--- config.mk ---
export PLATFORM = sky130hd
export DESIGN_NAME = bbs_ctrl
export DESIGN_NICKNAME = d
export VERILOG_FILES = /design/src/bbs_pkg.sv /design/src/bbs_ctrl.sv
export SDC_FILE = /design/constraint.sdc
export NUM_CORES = 1
export LEC_CHECK = 0
export ABC_AREA = 1
export ABC_CLOCK_PERIOD_IN_PS = 3800
export BUFFER_PORTS_ARGS = -buffer_cell sky130_fd_sc_hd__buf_2
export CORE_MARGIN = 2
export CORE_UTILIZATION = 35
export CTS_CLUSTER_DIAMETER = 50
export DETAILED_ROUTE_END_ITERATION = 10
export SKIP_LAST_GASP = 1
export SLEW_MARGIN = 20
export SYNTH_ARGS = -nofsm -noshare
export SYNTH_HDL_FRONTEND = slang
export SYNTH_SLANG_ARGS = --single-unit
export TNS_END_PERCENT = 100
--- constraint.sdc ---
create_clock -name i_clk -period 3.8 [get_ports i_clk]
set_input_delay 0.76 -clock i_clk [delete_from_list [all_inputs] [get_ports i_clk]]
set_output_delay 0.76 -clock i_clk [all_outputs]
set_load 0.005 [all_outputs]
--- src/bbs_pkg.sv ---
// ============================================================================
// bbs_pkg : shared types, constants and microcode for the ball bounce/spin step
// Command and status structs, slot map of the scratch store and the program ROM.
// ============================================================================
package bbs_pkg;

    localparam int WORD_W  = 32;
    localparam int FRAC_W  = 16;
    localparam int SLOT_W  = 5;
    localparam int DEPTH   = 32;
    localparam int PC_W    = 7;
    localparam int NSTATE  = 9;

    // register reset values
    localparam logic [30:0] RST_RADIUS   = 31'd5980160;
    localparam logic [30:0] RST_GAIN     = 31'd131072;
    localparam logic [16:0] RST_MU       = 17'd18678;
    localparam logic [16:0] RST_CR       = 17'd39322;
    localparam logic [23:0] RST_COUPLING = 24'd5033;

    localparam logic [16:0] ONE_FX = 17'd65536;

    typedef enum logic [2:0] {
        REG_RADIUS   = 3'd0,
        REG_GAIN     = 3'd1,
        REG_MU       = 3'd2,
        REG_CR       = 3'd3,
        REG_COUPLING = 3'd4
    } t_reg;

    localparam logic [2:0] KIND_TICK   = 3'd0;
    localparam logic [2:0] KIND_BOUNCE = 3'd1;
    localparam logic [2:0] KIND_LDP    = 3'd2;
    localparam logic [2:0] KIND_LDV    = 3'd3;
    localparam logic [2:0] KIND_LDW    = 3'd4;

    typedef enum logic [3:0] {
        OP_NOP, OP_LD, OP_ADD, OP_SUB, OP_NEG, OP_MUL, OP_MULR, OP_MULC,
        OP_MULG, OP_KF, OP_SQZ, OP_SQA, OP_SQRTP, OP_SQRTS, OP_YPD
    } t_op;

    typedef logic [SLOT_W-1:0] t_slot;

    typedef struct packed {
        t_op   op;
        t_slot dst;
        t_slot a;
        t_slot b;
        logic  last;
    } t_instr;

    typedef struct packed {
        logic   start;
        logic   rd;
        logic   ex;
        logic   publish;
        t_instr ins;
    } t_cmd;

    typedef struct packed {
        logic busy;
    } t_sts;

    typedef struct packed {
        logic [30:0] radius;
        logic [30:0] gain;
        logic [16:0] mu;
        logic [16:0] cr;
        logic [23:0] coupling;
    } t_cfg;

    typedef enum logic [2:0] {S_IDLE, S_RD, S_EX, S_WAIT, S_OUT} t_state;

    // scratch store slot map; state words first
    localparam t_slot P0 = 5'd0,  P1 = 5'd1,  P2 = 5'd2;
    localparam t_slot V0 = 5'd3,  V1 = 5'd4,  V2 = 5'd5;
    localparam t_slot W0 = 5'd6,  W1 = 5'd7,  W2 = 5'd8;
    localparam t_slot N0 = 5'd9,  N1 = 5'd10, N2 = 5'd11;
    localparam t_slot SD = 5'd12;
    localparam t_slot C0 = 5'd13, C1 = 5'd14, C2 = 5'd15;
    localparam t_slot Q0 = 5'd16, Q1 = 5'd17, Q2 = 5'd18;   // vperp
    localparam t_slot S0 = 5'd19, S1 = 5'd20, S2 = 5'd21;   // slip
    localparam t_slot E0 = 5'd22, E1 = 5'd23, E2 = 5'd24;   // dpara
    localparam t_slot T0 = 5'd25, T1 = 5'd26;
    localparam t_slot SK = 5'd27, SG = 5'd28;
    localparam t_slot X0 = 5'd0,  X1 = 5'd1,  X2 = 5'd2;    // input component

    localparam logic [PC_W-1:0] PC_TICK   = 7'd0;
    localparam logic [PC_W-1:0] PC_LDP    = 7'd4;
    localparam logic [PC_W-1:0] PC_LDV    = 7'd8;
    localparam logic [PC_W-1:0] PC_LDW    = 7'd12;
    localparam logic [PC_W-1:0] PC_BOUNCE = 7'd16;

    function automatic t_instr mk(input t_op op, input t_slot d, input t_slot a,
                                  input t_slot b, input logic l);
        t_instr r;
        r.op = op; r.dst = d; r.a = a; r.b = b; r.last = l;
        return r;
    endfunction

    function automatic t_instr rom(input logic [PC_W-1:0] pc);
        t_instr r;
        case (pc)
            7'd0:  r = mk(OP_ADD, P0, P0, V0, 1'b0);
            7'd1:  r = mk(OP_ADD, P1, P1, V1, 1'b0);
            7'd2:  r = mk(OP_ADD, P2, P2, V2, 1'b1);
            7'd4:  r = mk(OP_LD, P0, X0, X0, 1'b0);
            7'd5:  r = mk(OP_LD, P1, X1, X0, 1'b0);
            7'd6:  r = mk(OP_LD, P2, X2, X0, 1'b1);
            7'd8:  r = mk(OP_LD, V0, X0, X0, 1'b0);
            7'd9:  r = mk(OP_LD, V1, X1, X0, 1'b0);
            7'd10: r = mk(OP_LD, V2, X2, X0, 1'b1);
            7'd12: r = mk(OP_LD, W0, X0, X0, 1'b0);
            7'd13: r = mk(OP_LD, W1, X1, X0, 1'b0);
            7'd14: r = mk(OP_LD, W2, X2, X0, 1'b1);
            // bounce: latch normal
            7'd16: r = mk(OP_LD, N0, X0, X0, 1'b0);
            7'd17: r = mk(OP_LD, N1, X1, X0, 1'b0);
            7'd18: r = mk(OP_LD, N2, X2, X0, 1'b0);
            // d = v.n
            7'd19: r = mk(OP_MUL, T0, V0, N0, 1'b0);
            7'd20: r = mk(OP_MUL, T1, V1, N1, 1'b0);
            7'd21: r = mk(OP_ADD, SD, T0, T1, 1'b0);
            7'd22: r = mk(OP_MUL, T0, V2, N2, 1'b0);
            7'd23: r = mk(OP_ADD, SD, SD, T0, 1'b0);
            // c = n x w
            7'd24: r = mk(OP_MUL, T0, N1, W2, 1'b0);
            7'd25: r = mk(OP_MUL, T1, N2, W1, 1'b0);
            7'd26: r = mk(OP_SUB, C0, T0, T1, 1'b0);
            7'd27: r = mk(OP_MUL, T0, N2, W0, 1'b0);
            7'd28: r = mk(OP_MUL, T1, N0, W2, 1'b0);
            7'd29: r = mk(OP_SUB, C1, T0, T1, 1'b0);
            7'd30: r = mk(OP_MUL, T0, N0, W1, 1'b0);
            7'd31: r = mk(OP_MUL, T1, N1, W0, 1'b0);
            7'd32: r = mk(OP_SUB, C2, T0, T1, 1'b0);
            // vperp, slip
            7'd33: r = mk(OP_MUL, Q0, SD, N0, 1'b0);
            7'd34: r = mk(OP_SUB, S0, V0, Q0, 1'b0);
            7'd35: r = mk(OP_MULR, T0, C0, C0, 1'b0);
            7'd36: r = mk(OP_ADD, S0, S0, T0, 1'b0);
            7'd37: r = mk(OP_MUL, Q1, SD, N1, 1'b0);
            7'd38: r = mk(OP_SUB, S1, V1, Q1, 1'b0);
            7'd39: r = mk(OP_MULR, T0, C1, C1, 1'b0);
            7'd40: r = mk(OP_ADD, S1, S1, T0, 1'b0);
            7'd41: r = mk(OP_MUL, Q2, SD, N2, 1'b0);
            7'd42: r = mk(OP_SUB, S2, V2, Q2, 1'b0);
            7'd43: r = mk(OP_MULR, T0, C2, C2, 1'b0);
            7'd44: r = mk(OP_ADD, S2, S2, T0, 1'b0);
            // magnitudes
            7'd45: r = mk(OP_SQZ, T0, T0, T0, 1'b0);
            7'd46: r = mk(OP_SQA, T0, Q0, Q0, 1'b0);
            7'd47: r = mk(OP_SQA, T0, Q1, Q1, 1'b0);
            7'd48: r = mk(OP_SQA, T0, Q2, Q2, 1'b0);
            7'd49: r = mk(OP_SQRTP, T0, T0, T0, 1'b0);
            7'd50: r = mk(OP_SQZ, T0, T0, T0, 1'b0);
            7'd51: r = mk(OP_SQA, T0, S0, S0, 1'b0);
            7'd52: r = mk(OP_SQA, T0, S1, S1, 1'b0);
            7'd53: r = mk(OP_SQA, T0, S2, S2, 1'b0);
            7'd54: r = mk(OP_SQRTS, T0, T0, T0, 1'b0);
            7'd55: r = mk(OP_YPD, T0, T0, T0, 1'b0);
            7'd56: r = mk(OP_KF, SK, T0, T0, 1'b0);
            // impulse and position, per axis
            7'd57: r = mk(OP_MULC, T0, Q0, Q0, 1'b0);
            7'd58: r = mk(OP_NEG, T0, T0, T0, 1'b0);
            7'd59: r = mk(OP_MUL, T1, SK, S0, 1'b0);
            7'd60: r = mk(OP_NEG, E0, T1, T1, 1'b0);
            7'd61: r = mk(OP_ADD, P0, P0, V0, 1'b0);
            7'd62: r = mk(OP_ADD, V0, V0, T0, 1'b0);
            7'd63: r = mk(OP_ADD, V0, V0, E0, 1'b0);
            7'd64: r = mk(OP_MULC, T0, Q1, Q1, 1'b0);
            7'd65: r = mk(OP_NEG, T0, T0, T0, 1'b0);
            7'd66: r = mk(OP_MUL, T1, SK, S1, 1'b0);
            7'd67: r = mk(OP_NEG, E1, T1, T1, 1'b0);
            7'd68: r = mk(OP_ADD, P1, P1, V1, 1'b0);
            7'd69: r = mk(OP_ADD, V1, V1, T0, 1'b0);
            7'd70: r = mk(OP_ADD, V1, V1, E1, 1'b0);
            7'd71: r = mk(OP_MULC, T0, Q2, Q2, 1'b0);
            7'd72: r = mk(OP_NEG, T0, T0, T0, 1'b0);
            7'd73: r = mk(OP_MUL, T1, SK, S2, 1'b0);
            7'd74: r = mk(OP_NEG, E2, T1, T1, 1'b0);
            7'd75: r = mk(OP_ADD, P2, P2, V2, 1'b0);
            7'd76: r = mk(OP_ADD, V2, V2, T0, 1'b0);
            7'd77: r = mk(OP_ADD, V2, V2, E2, 1'b0);
            // spin: w += g * (dpara x n)
            7'd78: r = mk(OP_MULG, SG, T0, T0, 1'b0);
            7'd79: r = mk(OP_MUL, T0, E1, N2, 1'b0);
            7'd80: r = mk(OP_MUL, T1, E2, N1, 1'b0);
            7'd81: r = mk(OP_SUB, C0, T0, T1, 1'b0);
            7'd82: r = mk(OP_MUL, T0, E2, N0, 1'b0);
            7'd83: r = mk(OP_MUL, T1, E0, N2, 1'b0);
            7'd84: r = mk(OP_SUB, C1, T0, T1, 1'b0);
            7'd85: r = mk(OP_MUL, T0, E0, N1, 1'b0);
            7'd86: r = mk(OP_MUL, T1, E1, N0, 1'b0);
            7'd87: r = mk(OP_SUB, C2, T0, T1, 1'b0);
            7'd88: r = mk(OP_MUL, T0, SG, C0, 1'b0);
            7'd89: r = mk(OP_ADD, W0, W0, T0, 1'b0);
            7'd90: r = mk(OP_MUL, T0, SG, C1, 1'b0);
            7'd91: r = mk(OP_ADD, W1, W1, T0, 1'b0);
            7'd92: r = mk(OP_MUL, T0, SG, C2, 1'b0);
            7'd93: r = mk(OP_ADD, W2, W2, T0, 1'b1);
            default: r = mk(OP_NOP, T0, T0, T0, 1'b1);
        endcase
        return r;
    endfunction

endpackage

--- src/bbs_ctrl.sv ---
// ============================================================================
// bbs_ctrl : sequencer for the ball step
// Walks the microcode ROM, waits on the iterative units, owns both handshakes.
// ============================================================================
module bbs_ctrl (
    input  logic          i_clk,
    input  logic          i_rst_n,
    input  logic          i_valid,
    input  logic [2:0]    i_kind,
    output logic          o_stall,
    output logic          o_valid,
    input  logic          i_stall,
    input  bbs_pkg::t_sts i_sts,
    output bbs_pkg::t_cmd o_cmd
);
    import bbs_pkg::*;

    t_state          r_state, n_state;
    logic [PC_W-1:0] r_pc, n_pc;
    logic            r_out_valid, n_out_valid;
    t_instr          cur_ins;
    t_op             cur_op;

    always_ff @(posedge i_clk) begin
        if (!i_rst_n) begin
            r_state     <= S_IDLE;
            r_pc        <= '0;
            r_out_valid <= 1'b0;
        end else begin
            r_state     <= n_state;
            r_pc        <= n_pc;
            r_out_valid <= n_out_valid;
        end
    end

    assign cur_ins = rom(r_pc);
    assign cur_op  = cur_ins.op;

    always_comb begin
        n_state       = r_state;
        n_pc          = r_pc;
        o_cmd         = '0;
        o_cmd.ins     = cur_ins;
        case (r_state)
            S_IDLE: begin
                if (i_valid) begin
                    o_cmd.start = 1'b1;
                    n_state     = S_RD;
                    case (i_kind)
                        KIND_TICK:   n_pc = PC_TICK;
                        KIND_BOUNCE: n_pc = PC_BOUNCE;
                        KIND_LDP:    n_pc = PC_LDP;
                        KIND_LDV:    n_pc = PC_LDV;
                        KIND_LDW:    n_pc = PC_LDW;
                        default:     n_state = S_OUT;
                    endcase
                end
            end
            S_RD: begin
                o_cmd.rd = 1'b1;
                n_state  = S_EX;
            end
            S_EX: begin
                o_cmd.ex = 1'b1;
                if (cur_op == OP_SQRTP || cur_op == OP_SQRTS || cur_op == OP_YPD) begin
                    n_state = S_WAIT;
                end else if (cur_ins.last) begin
                    n_state = S_OUT;
                end else begin
                    n_pc    = r_pc + 1'b1;
                    n_state = S_RD;
                end
            end
            S_WAIT: begin
                if (!i_sts.busy) begin
                    n_pc    = r_pc + 1'b1;
                    n_state = S_RD;
                end
            end
            S_OUT: begin
                if (!r_out_valid || !i_stall) begin
                    o_cmd.publish = 1'b1;
                    n_state       = S_IDLE;
                end
            end
            default: n_state = S_IDLE;
        endcase
        n_out_valid = o_cmd.publish | (r_out_valid & i_stall);
    end

    assign o_stall = r_state != S_IDLE;
    assign o_valid = r_out_valid;

`ifndef SYNTH
    a_idle_quiet: assert property (@(posedge i_clk) disable iff (!i_rst_n)
        (r_state == S_IDLE) |-> !i_sts.busy)
        else $error("iterative unit running while idle");
    a_ex_after_rd: assert property (@(posedge i_clk) disable iff (!i_rst_n)
        (r_state == S_EX) |-> ($past(r_state) == S_RD))
        else $error("execute without operand read");
    a_accept_leaves_idle: assert property (@(posedge i_clk) disable iff (!i_rst_n)
        (i_valid && r_state == S_IDLE) |=> (r_state != S_IDLE))
        else $error("accepted word not started");
`endif

endmodule

* Word-level counts from Yosys, hierarchy flattened
Memories as Yosys holds them, arrays and structs flattened. A register that Yosys moved wholly into a read port is not among the register bits.
Index checks and enable logic that the tools add are counted.
** Operators by class
- Add/sub/neg operators :: 1
- Equal/unequal tests :: 17
- Muxes and demuxes :: 21
- Bitwise gates (word level) :: 2
- Reduce and logical (&&, ||, !) cells :: 12
** Operators by type and width (count)
- 2-to-1 mux 7 bit :: 6
- case mux 7 bit (5 select lines) :: 1
- case mux 7 bit (3 select lines) :: 1
- 2-to-1 mux 3 bit :: 6
- case mux 3 bit (5 select lines) :: 1
- equality test 3 x 2 -> 1 bit, second input constant :: 4
- equality test 4 bit, second input constant :: 3
- != test 2 bit, second input constant :: 5
- adder 7 x 1 -> 7 bit, second input constant :: 1
- equality test 3 x 1 -> 1 bit, second input constant :: 2
- equality test 3 bit, second input constant :: 2
- zero test 3 bit :: 2
- 2-to-1 mux 1 bit :: 6
- != test 6 x 1 -> 1 bit, second input constant :: 1
- AND reduction 6 bit :: 1
- nonzero test 3 bit :: 2
- OR reduction 5 bit :: 1
- logical OR 1 bit :: 3
- AND reduction 3 bit :: 1
- zero test 1 bit :: 2
- AND 1 bit :: 1
- OR 1 bit :: 1
** Word-level totals
- Register bits after elaboration :: 11
- Bits in read-only memories :: 2560
- Bits of input ports :: 8
- Output and inout port bits :: 26
- Word-level logic and storage cells :: 57
- Memories :: 1
** Memories
- (no name shown) :: depth 128, bits a word 20, read ports 1, clocked after Yosys merged registers in 1, wr ports 0, line bbs_pkg.sv:103 : case (pc)

* Longest topological paths before layout
Gate-level depths: netlist (run 1).
- Depth after elaboration :: 7
- Depth in mapped cells :: 20

* Least setup slack after synthesis (run 1)
No wires, ideal clock.
- Path type :: input -> register
- Start point :: input port i_kind[0]
- End point :: register, netlist name cur_ins[15]
- Library setup time :: 0.113 ns
- Arrival :: 2.797 ns
- Required time :: 3.687 ns
- Slack :: 0.890 ns
- Stages on the path :: 17
- Buffers on the path :: 1
- Path through :: o21ai_2 nor2_4 nor2_8 nand3_2 buf_6 nand2_1 nand3_2 inv_2 ha_1 inv_1 nand2_1 inv_1 nor2_1 nor2_1 nand3b_1 nand2_1 nand2_1
** Between the ends
- Longest elaborated chain between the ends :: 6
** RTL lines
- from (decl) :: line bbs_ctrl.sv:9 : input logic [2:0] i_kind,
- equality test 3 bit (tied with other cells) :: line bbs_ctrl.sv:49 : case (i_kind)
- case mux 7 bit (5 select lines) :: line bbs_ctrl.sv:49
- 2-to-1 mux 7 bit :: line bbs_ctrl.sv:46 : if (i_valid) begin
- case mux 7 bit (3 select lines) :: line bbs_ctrl.sv:44 : case (r_state)
- 2-to-1 mux 7 bit (no source line) * (2 in a row)
Every way passes the cells marked *; elsewhere a longest branch is shown, timed or not. The select of a mux whose other input is x is not followed.
A chain may end at the register's enable or synchronous reset.

* Final worst setup path (run 1)
- Start point :: input port i_kind[0]
- End point :: register, netlist name cur_ins[6]
** Between the ends
- Longest elaborated chain between the ends :: 6
** RTL lines (line)
- equality test 3 bit (tied with other cells) :: bbs_ctrl.sv:49
- case mux 7 bit (5 select lines) :: bbs_ctrl.sv:49
- 2-to-1 mux 7 bit :: bbs_ctrl.sv:46
- case mux 7 bit (3 select lines) :: bbs_ctrl.sv:44
- 2-to-1 mux 7 bit (no source line) * (2 in a row)
Marked as above.

==> flow_metrics.py, run 1 <==
metrics = {
    "run_status": {
        "status": "completed",
    },
    "floorplan": {
        "pin_count": 34,
        "fp-row-count": 36,
        "design.die.area_mm2": 0.01073,
        "die_w_um": 103.6,
        "die_h_um": 103.6,
        "initial_utilization_pct": 35.85,
        "core_mm2": 0.009684,
    },
    "worst_setup_path": {
        "cpMostUsedCell": "nand2_1",
        "path_max_fanout": 12,
        "cp_slowest_cell": "ha_1",
        "cp.arrival_ps": 3520,
        "worst_setup_path_end_kind": "flip-flop",
        "required_ps": 4000,
        "max_stage_delay_ps": 330,
        "path_cells": "buf_2, o21ai_2, nor2_4, nor2_8, nand3_2, nand2_1, nand3_2, inv_1, ha_1, inv_1, nand2_1, inv_1, nand2_1, nand3_1, nand2_1, nand3_1, nand2_1, nand2_1",
        "critical_path_class": "input pin to flip-flop",
        "cp-start-kind": "input pin",
    },
    "synthesis": {
        "ys_seq_area_share_pct": 17.87,
        "avgSynthCellArea_um2": 5.459,
        "synthTopCellsByCount": "nand2_1, nand3_1, nor2_1",
        "post-synth-top-area-cell": "nand2_1",
        "syn_area_mm2": 0.003472,
        "synth_edf_count": 0,
        "async_flop_share_pct": 0,
        "yosysWarnings": 0,
        "ys_types": 38,
        "yosys_most_used_dff": "dfxtp_1",
        "synth_top_area_share_pct": 26.49,
        "synthCells": 636,
        "synth_fp_nets": 657,
        "yosysMostFrequentCell": "nand2_1",
        "synthTopCellsByArea": "nand2_1, dfxtp_1, nand3_1",
        "ys_ff_latch": 31,
    },
    "placed_design": {
        "portBuffers": 33,
        "placedCellCount": 795,
        "gp_congestion": 1.045,
        "post-dp-hpwl_mm": 11.23,
    },
    "pwr": {
        "total_leakage_power_nw": 2.115,
        "power_frac_comb_pct": 61.8,
        "clkPwrFrac_pct": 15.0,
        "p_sw_mw": 0.9606,
        "p_sw_share_pct": 52.33,
        "power.internal_mw": 0.8751,
        "vdd_drop_max_mv": 0.1437,
        "seqPwrFrac_pct": 23.2,
        "p_per_area_mw_per_mm2": 473.4,
    },
    "routing": {
        "top_layer": "met4",
        "routed_wl_mm": 14.51,
        "via_per_inst": 5.570,
        "met1Wirelength_mm": 5.937,
        "postRouteAntennaNets": 0,
        "drc": 0,
        "avgRoutedWirePerCell_um": 18.09,
        "firstDrtPassIters": 6,
        "wl_met2_mm": 5.942,
        "met3_length_mm": 1.751,
        "dr.first_iter.drc_count": 555,
        "via_count": 4467,
    },
    "clock_network": {
        "ctsResizeCount": 0,
        "clk_path_buf_depth": 2,
        "htreeDepth": 2,
        "postCtsSetupRepairBufs": 0,
        "cts_made_buffers": 5,
        "cts_tree": "built",
        "numClockSinks": 31,
        "cts.clk_slew.worst_paths_ps": 80,
        "clk_latency_ps": 300,
        "clock-root-buffer": "clkbuf_8",
        "ctsHoldBuffers": 0,
    },
    "global_routing": {
        "grt_max_degree": 41,
        "grt_pass1_wl_mm": 22.97,
        "grt_overflow_total": 0,
        "grt_use_total_pct": 27.49,
        "grt_pass1_vias": 4198,
        "antenna_found_initial": 0,
    },
    "sta": {
        "relSlewSlack_pct": 64.21,
        "hold_violations": 0,
        "setup_viol": 0,
        "skew_ps": 13.97,
        "fmax_ghz": 0.3005,
        "rsz0062_at_grt": "no",
        "period_share_pct": 87.57,
        "slew_violations": 0,
        "min_period_ps": 3328,
        "fin_tns_setup_ps": 0,
        "max_slew.worst_pin.slew_ps": 535.7,
    },
    "layout": {
        "final_net_count": 690,
        "area.growth.synth_to_final_pct": 11.68,
        "drive_above_1_share_pct": 14.80,
        "antenna_cells": 0,
        "final-instance-count-excl-fill": 802,
    },
    "hold_path": {
        "hold_path_class": "flip-flop to flip-flop",
    },
    "job": {
        "cap_violations": 0,
    },
}
==> critical path, delay by kind of cell <==
kind / cells / cell delay, ps
adder cells (fa/ha/maj): 1 / 330
AND/OR/NAND/NOR: 12 / 1570
buffers and inverters: 4 / 610
AO/OA/AOI/OAI: 1 / 250
==> cells in the final DEF (no fill, tap or decap), types with 5 or more instances in the layout <==
master    instances
a21oi_1          25
buf_2            33
buf_4            17
clkbuf_8          6
dfxtp_1          31
ha_1             13
inv_1            51
inv_2            12
nand2_1         245
nand2_2           9
nand3_1          92
nand4_1           7
nor2_1           56
nor2_4            5
o21ai_0          21
o21ai_1          15
==> per-stage QoR <==
step | power [mW] | setup WS [ps] | hold WS, ps | cell area [um^2] | utilization, %
2_1_floorplan | 1.176 | 889.6 | 495.0 | 3472 | -
3_3_place_gp | 1.552 | 349.1 | 492.2 | 3790 | 39.13
3_5_place_dp | 1.521 | 280.2 | 499.0 | 3790 | 39.13
4_1_cts | 1.807 | 575.6 | 509.2 | 3877 | 40.04
5_1_grt | 1.983 | 190.0 | 548.4 | 3877 | 40.04
6_report | 1.836 | 472.4 | 505.3 | 3877 | 40.04
==> power by group through the flow <==
stage	logic, mW	registers (mW)	clock network [mW]
after detailed placement	1.09	0.434	0
after CTS	1.09	0.427	0.286
final	1.13	0.427	0.275
after global routing	1.25	0.437	0.298
after global placement	1.12	0.433	0
after floorplan	0.744	0.432	0
==> registers in the layout (all words and copies together) (netlist names) <==
name     flops
o_valid      1
r_pc         7
cur_ins     20
r_state      3
==> cell families (layout without fill, tap and decap cells) <==
logic type,Yosys count,in the layout,synth area share (%)
compound gates,74,74,12.00
flops,31,31,17.87
simple gates,428,428,54.02
xor+xnor,1,1,0.2523
buf+inv,89,122,11.17
fa+ha+maj,13,13,4.685
==> cell type report <==
cell class	instances	area, um^2
multi-input cells	516	2464
clock inverters	1	5.005
inverters	65	246.5
clock buffers	6	82.58
repair buffers	50	292.8
well taps	133	166.4
flip-flops and latches	31	620.6
fillers	1096	5807
==> layer usage <==
metal / up-vias / GRT usage, %
met3: 66 / 7.489
met4: 0 / 16.70
met1: 1976 / 36.26
li1: 2106 / -
met5: - / 0
met2: 319 / 39.74
==> final timing paths <==
check | start | end | slack [ps] | cells past startpoint
max | i_kind[0] | cur_ins[6]$_DFF_P_ | 470 | 18
min | o_valid$_SDFF_PN0_ | o_valid$_SDFF_PN0_ | 510 | 2
max reg2reg | r_state[0]$_SDFFE_PN0P_ | cur_ins[6]$_DFF_P_ | 590 | 18
min reg2reg | o_valid$_SDFF_PN0_ | o_valid$_SDFF_PN0_ | 510 | 2
Power figures use the tool's default switching activity.
==> run 2: changes to the inputs <==
Settings changed: ABC_AREA 1 to 0, BUFFER_PORTS_ARGS -buffer_cell sky130_fd_sc_hd__buf_2 to -buffer_cell sky130_fd_sc_hd__clkbuf_2.
==> run 2 against run 1 <==
Effect of this change:
- clock power increased by 35%
- power fell by 29%
- final cell count shrank 12%
- design area up 11%
- first-iteration DRC count rose by 15%
- flip-flop and latch count stayed put
- die area up 1.3%
- via count rose by 1.6%
- worst hold slack gained 28 ps
- critical path type is now flip-flop to flip-flop
- critical endpoint is now cur_ins[17]$_DFF_P_
- largest cell class unchanged
==> flow_metrics.py, run 2 <==
metrics = {
    "synthesis": {
        "synth_edf_count": 0,
        "synthTopCellsByArea": "dfxtp_1, nand2_1, o21ai_0",
        "yosys_most_used_dff": "dfxtp_1",
        "avgSynthCellArea_um2": 6.931,
        "syn_area_mm2": 0.003521,
        "ys_ff_latch": 31,
        "yosysWarnings": 0,
        "synth_top_area_share_pct": 17.63,
        "ys_types": 74,
        "async_flop_share_pct": 0,
        "yosysMostFrequentCell": "nand2_1",
        "synthTopCellsByCount": "nand2_1, nor2_1, o21ai_0",
        "post-synth-top-area-cell": "dfxtp_1",
        "ys_seq_area_share_pct": 17.63,
        "synth_fp_nets": 529,
        "synthCells": 508,
    },
    "floorplan": {
        "fp-row-count": 36,
        "design.die.area_mm2": 0.01088,
        "die_w_um": 104.3,
        "initial_utilization_pct": 36.02,
        "core_mm2": 0.009774,
        "pin_count": 34,
        "die_h_um": 104.3,
    },
    "layout": {
        "final_net_count": 593,
        "final-instance-count-excl-fill": 706,
        "drive_above_1_share_pct": 23.21,
        "area.growth.synth_to_final_pct": 22.57,
        "final_cell_mix": "buf_4, nand2_1, nor2_1",
        "antenna_cells": 0,
        "fill_cells": 1052,
        "design_area_mm2": 0.004315,
        "layout_commonest_cell": "buf_4",
        "largest_register_ffs": 20,
    },
    "clock_network": {
        "cts_tree": "built",
        "numClockSinks": 31,
        "cts.clk_slew.worst_paths_ps": 70,
        "htreeDepth": 2,
        "postCtsSetupRepairBufs": 0,
        "clk_latency_ps": 300,
        "clock-root-buffer": "clkbuf_8",
        "clk_path_buf_depth": 2,
        "cts_made_buffers": 5,
    },
    "pwr": {
        "p_per_area_mw_per_mm2": 300.5,
        "vdd_drop_max_mv": 0.1304,
        "total_leakage_power_nw": 1.851,
    },
    "global_routing": {
        "grt_overflow_total": 0,
        "grt_pass1_wl_mm": 24.03,
        "antenna_found_initial": 0,
        "grt_pass1_vias": 4288,
        "grt_use_total_pct": 28.27,
        "grt_max_degree": 45,
    },
    "worst_setup_path": {
        "path_max_fanout": 11,
        "cp-startpoint": "r_state[0]$_SDFFE_PN0P_",
        "cp_slowest_cell": "dfxtp_1",
        "max_stage_delay_ps": 540,
        "reg2reg_from": "r_state[0]$_SDFFE_PN0P_",
        "path_cells": "nor3_1, a311o_1, nor4_4, mux2_2, inv_1, ha_1, o21ai_0, a221oi_1, buf_4, a311oi_1, or3_1",
        "cp.arrival_ps": 3900,
        "critical_path_class": "flip-flop to flip-flop",
        "required_ps": 3980,
        "worst_setup_path_end_kind": "flip-flop",
        "cp-start-kind": "flip-flop",
    },
    "sta": {
        "min_period_ps": 3716,
        "fin_tns_setup_ps": 0,
        "skew_ps": 11.68,
        "hold_violations": 0,
        "fmax_ghz": 0.2691,
        "period_share_pct": 97.79,
        "relSlewSlack_pct": 44.91,
        "setup_viol": 0,
        "setup_ws_ps": 84.09,
        "whs_ps": 533.4,
        "rsz0062_at_grt": "yes",
        "max_slew.worst_pin.slew_ps": 823.3,
        "slew_violations": 0,
    },
    "routing": {
        "avgRoutedWirePerCell_um": 22.04,
        "postRouteAntennaNets": 0,
        "dr.first_iter.drc_count": 636,
        "firstDrtPassIters": 5,
        "via_per_inst": 6.428,
        "via_count": 4538,
        "routed_wl_mm": 15.56,
        "drc": 0,
    },
    "run_status": {
        "status": "completed",
    },
    "placed_design": {
        "portBuffers": 33,
        "gp_congestion": 1.013,
        "post-dp-hpwl_mm": 11.48,
        "placedCellCount": 698,
        "dp_slack_ps": -194.2,
        "postPlaceCellArea_mm2": 0.004197,
    },
    "hold_path": {
        "hold_path_class": "flip-flop to flip-flop",
        "hold_start": "o_valid$_SDFF_PN0_",
    },
    "job": {
        "cap_violations": 0,
    },
}
[run 2: cell count changes in the layout (fill, tap and decap cells not counted), sizes merged, moves of 7 or more]
cell,previous run,this run
o211ai,2,12
o21ai,37,45
nand2,254,57
mux2i,0,7
inv,64,17
a221oi,0,7
nor3,1,19
buf,50,70
a31oi,2,11
nand3,97,30
a21oi,27,36
nor2,66,49
clkbuf,6,39
[run 2: logic make-up after synthesis]
family,after synthesis,share of synthesized area [%]
compound gates,186,36.18
xor+xnor,9,2.239
fa+ha+maj,13,4.620
buf+inv,64,8.138
flops,31,17.63
mux,13,4.478
simple gates,192,26.72
[run 2: final timing paths]
kind / endpoint / slack (ps) / depth (start not counted)
worst max-delay path: cur_ins[17]$_DFF_P_ / 80 / 11
worst min register to register: o_valid$_SDFF_PN0_ / 530 / 2
worst min-delay path: o_valid$_SDFF_PN0_ / 530 / 2
worst max register to register: cur_ins[17]$_DFF_P_ / 80 / 11
[run 2: cell type report]
type	count	area, um^2	area share, %
well taps	133	166.4	3.856
repair buffers	103	728.2	16.87
flip-flops and latches	31	620.6	14.38
multi-input cells	413	2615	60.60
clock buffers	6	82.58	1.914
clock inverters	2	35.03	0.8118
inverters	18	67.56	1.566
[run 2: timing repair]
action | 4_1_cts | 5_1_grt
hold buffers | 0 | 0
resized for setup | 0 | 1
setup endpoints to repair | 0 | 2
[run 2: worst max-delay path: cells and delay by family (launching register included)]
family	cells	cell delay, ps
AND/OR/NAND/NOR	3	870
flip-flops	1	540
multiplexers	1	420
AO/OA/AOI/OAI	4	970
buffers and inverters	2	400
adder cells (fa/ha/maj)	1	400
[run 2: metal layers]
metal	part of all wire (%)	vias up	GRT usage (%)
met5	0	-	0
li1	-	2028	-
met1	39	2103	36.32
met2	44	341	44.16
met4	5.4	0	14.19
met3	11	66	6.516
[run 2: power by group]
part	internal, mW	switching [mW]	total [mW]
clock	0.213	0.157	0.370
sequential	0.355	0.0212	0.377
combinational	0.219	0.331	0.550
[run 2: through the flow]
stage | utilization (%) | total power [mW]
2_1_floorplan | - | 0.7173
3_3_place_gp | 42.93 | 0.9219
3_5_place_dp | 42.93 | 0.9149
4_1_cts | 44.14 | 1.295
5_1_grt | 44.15 | 1.363
6_report | 44.15 | 1.297
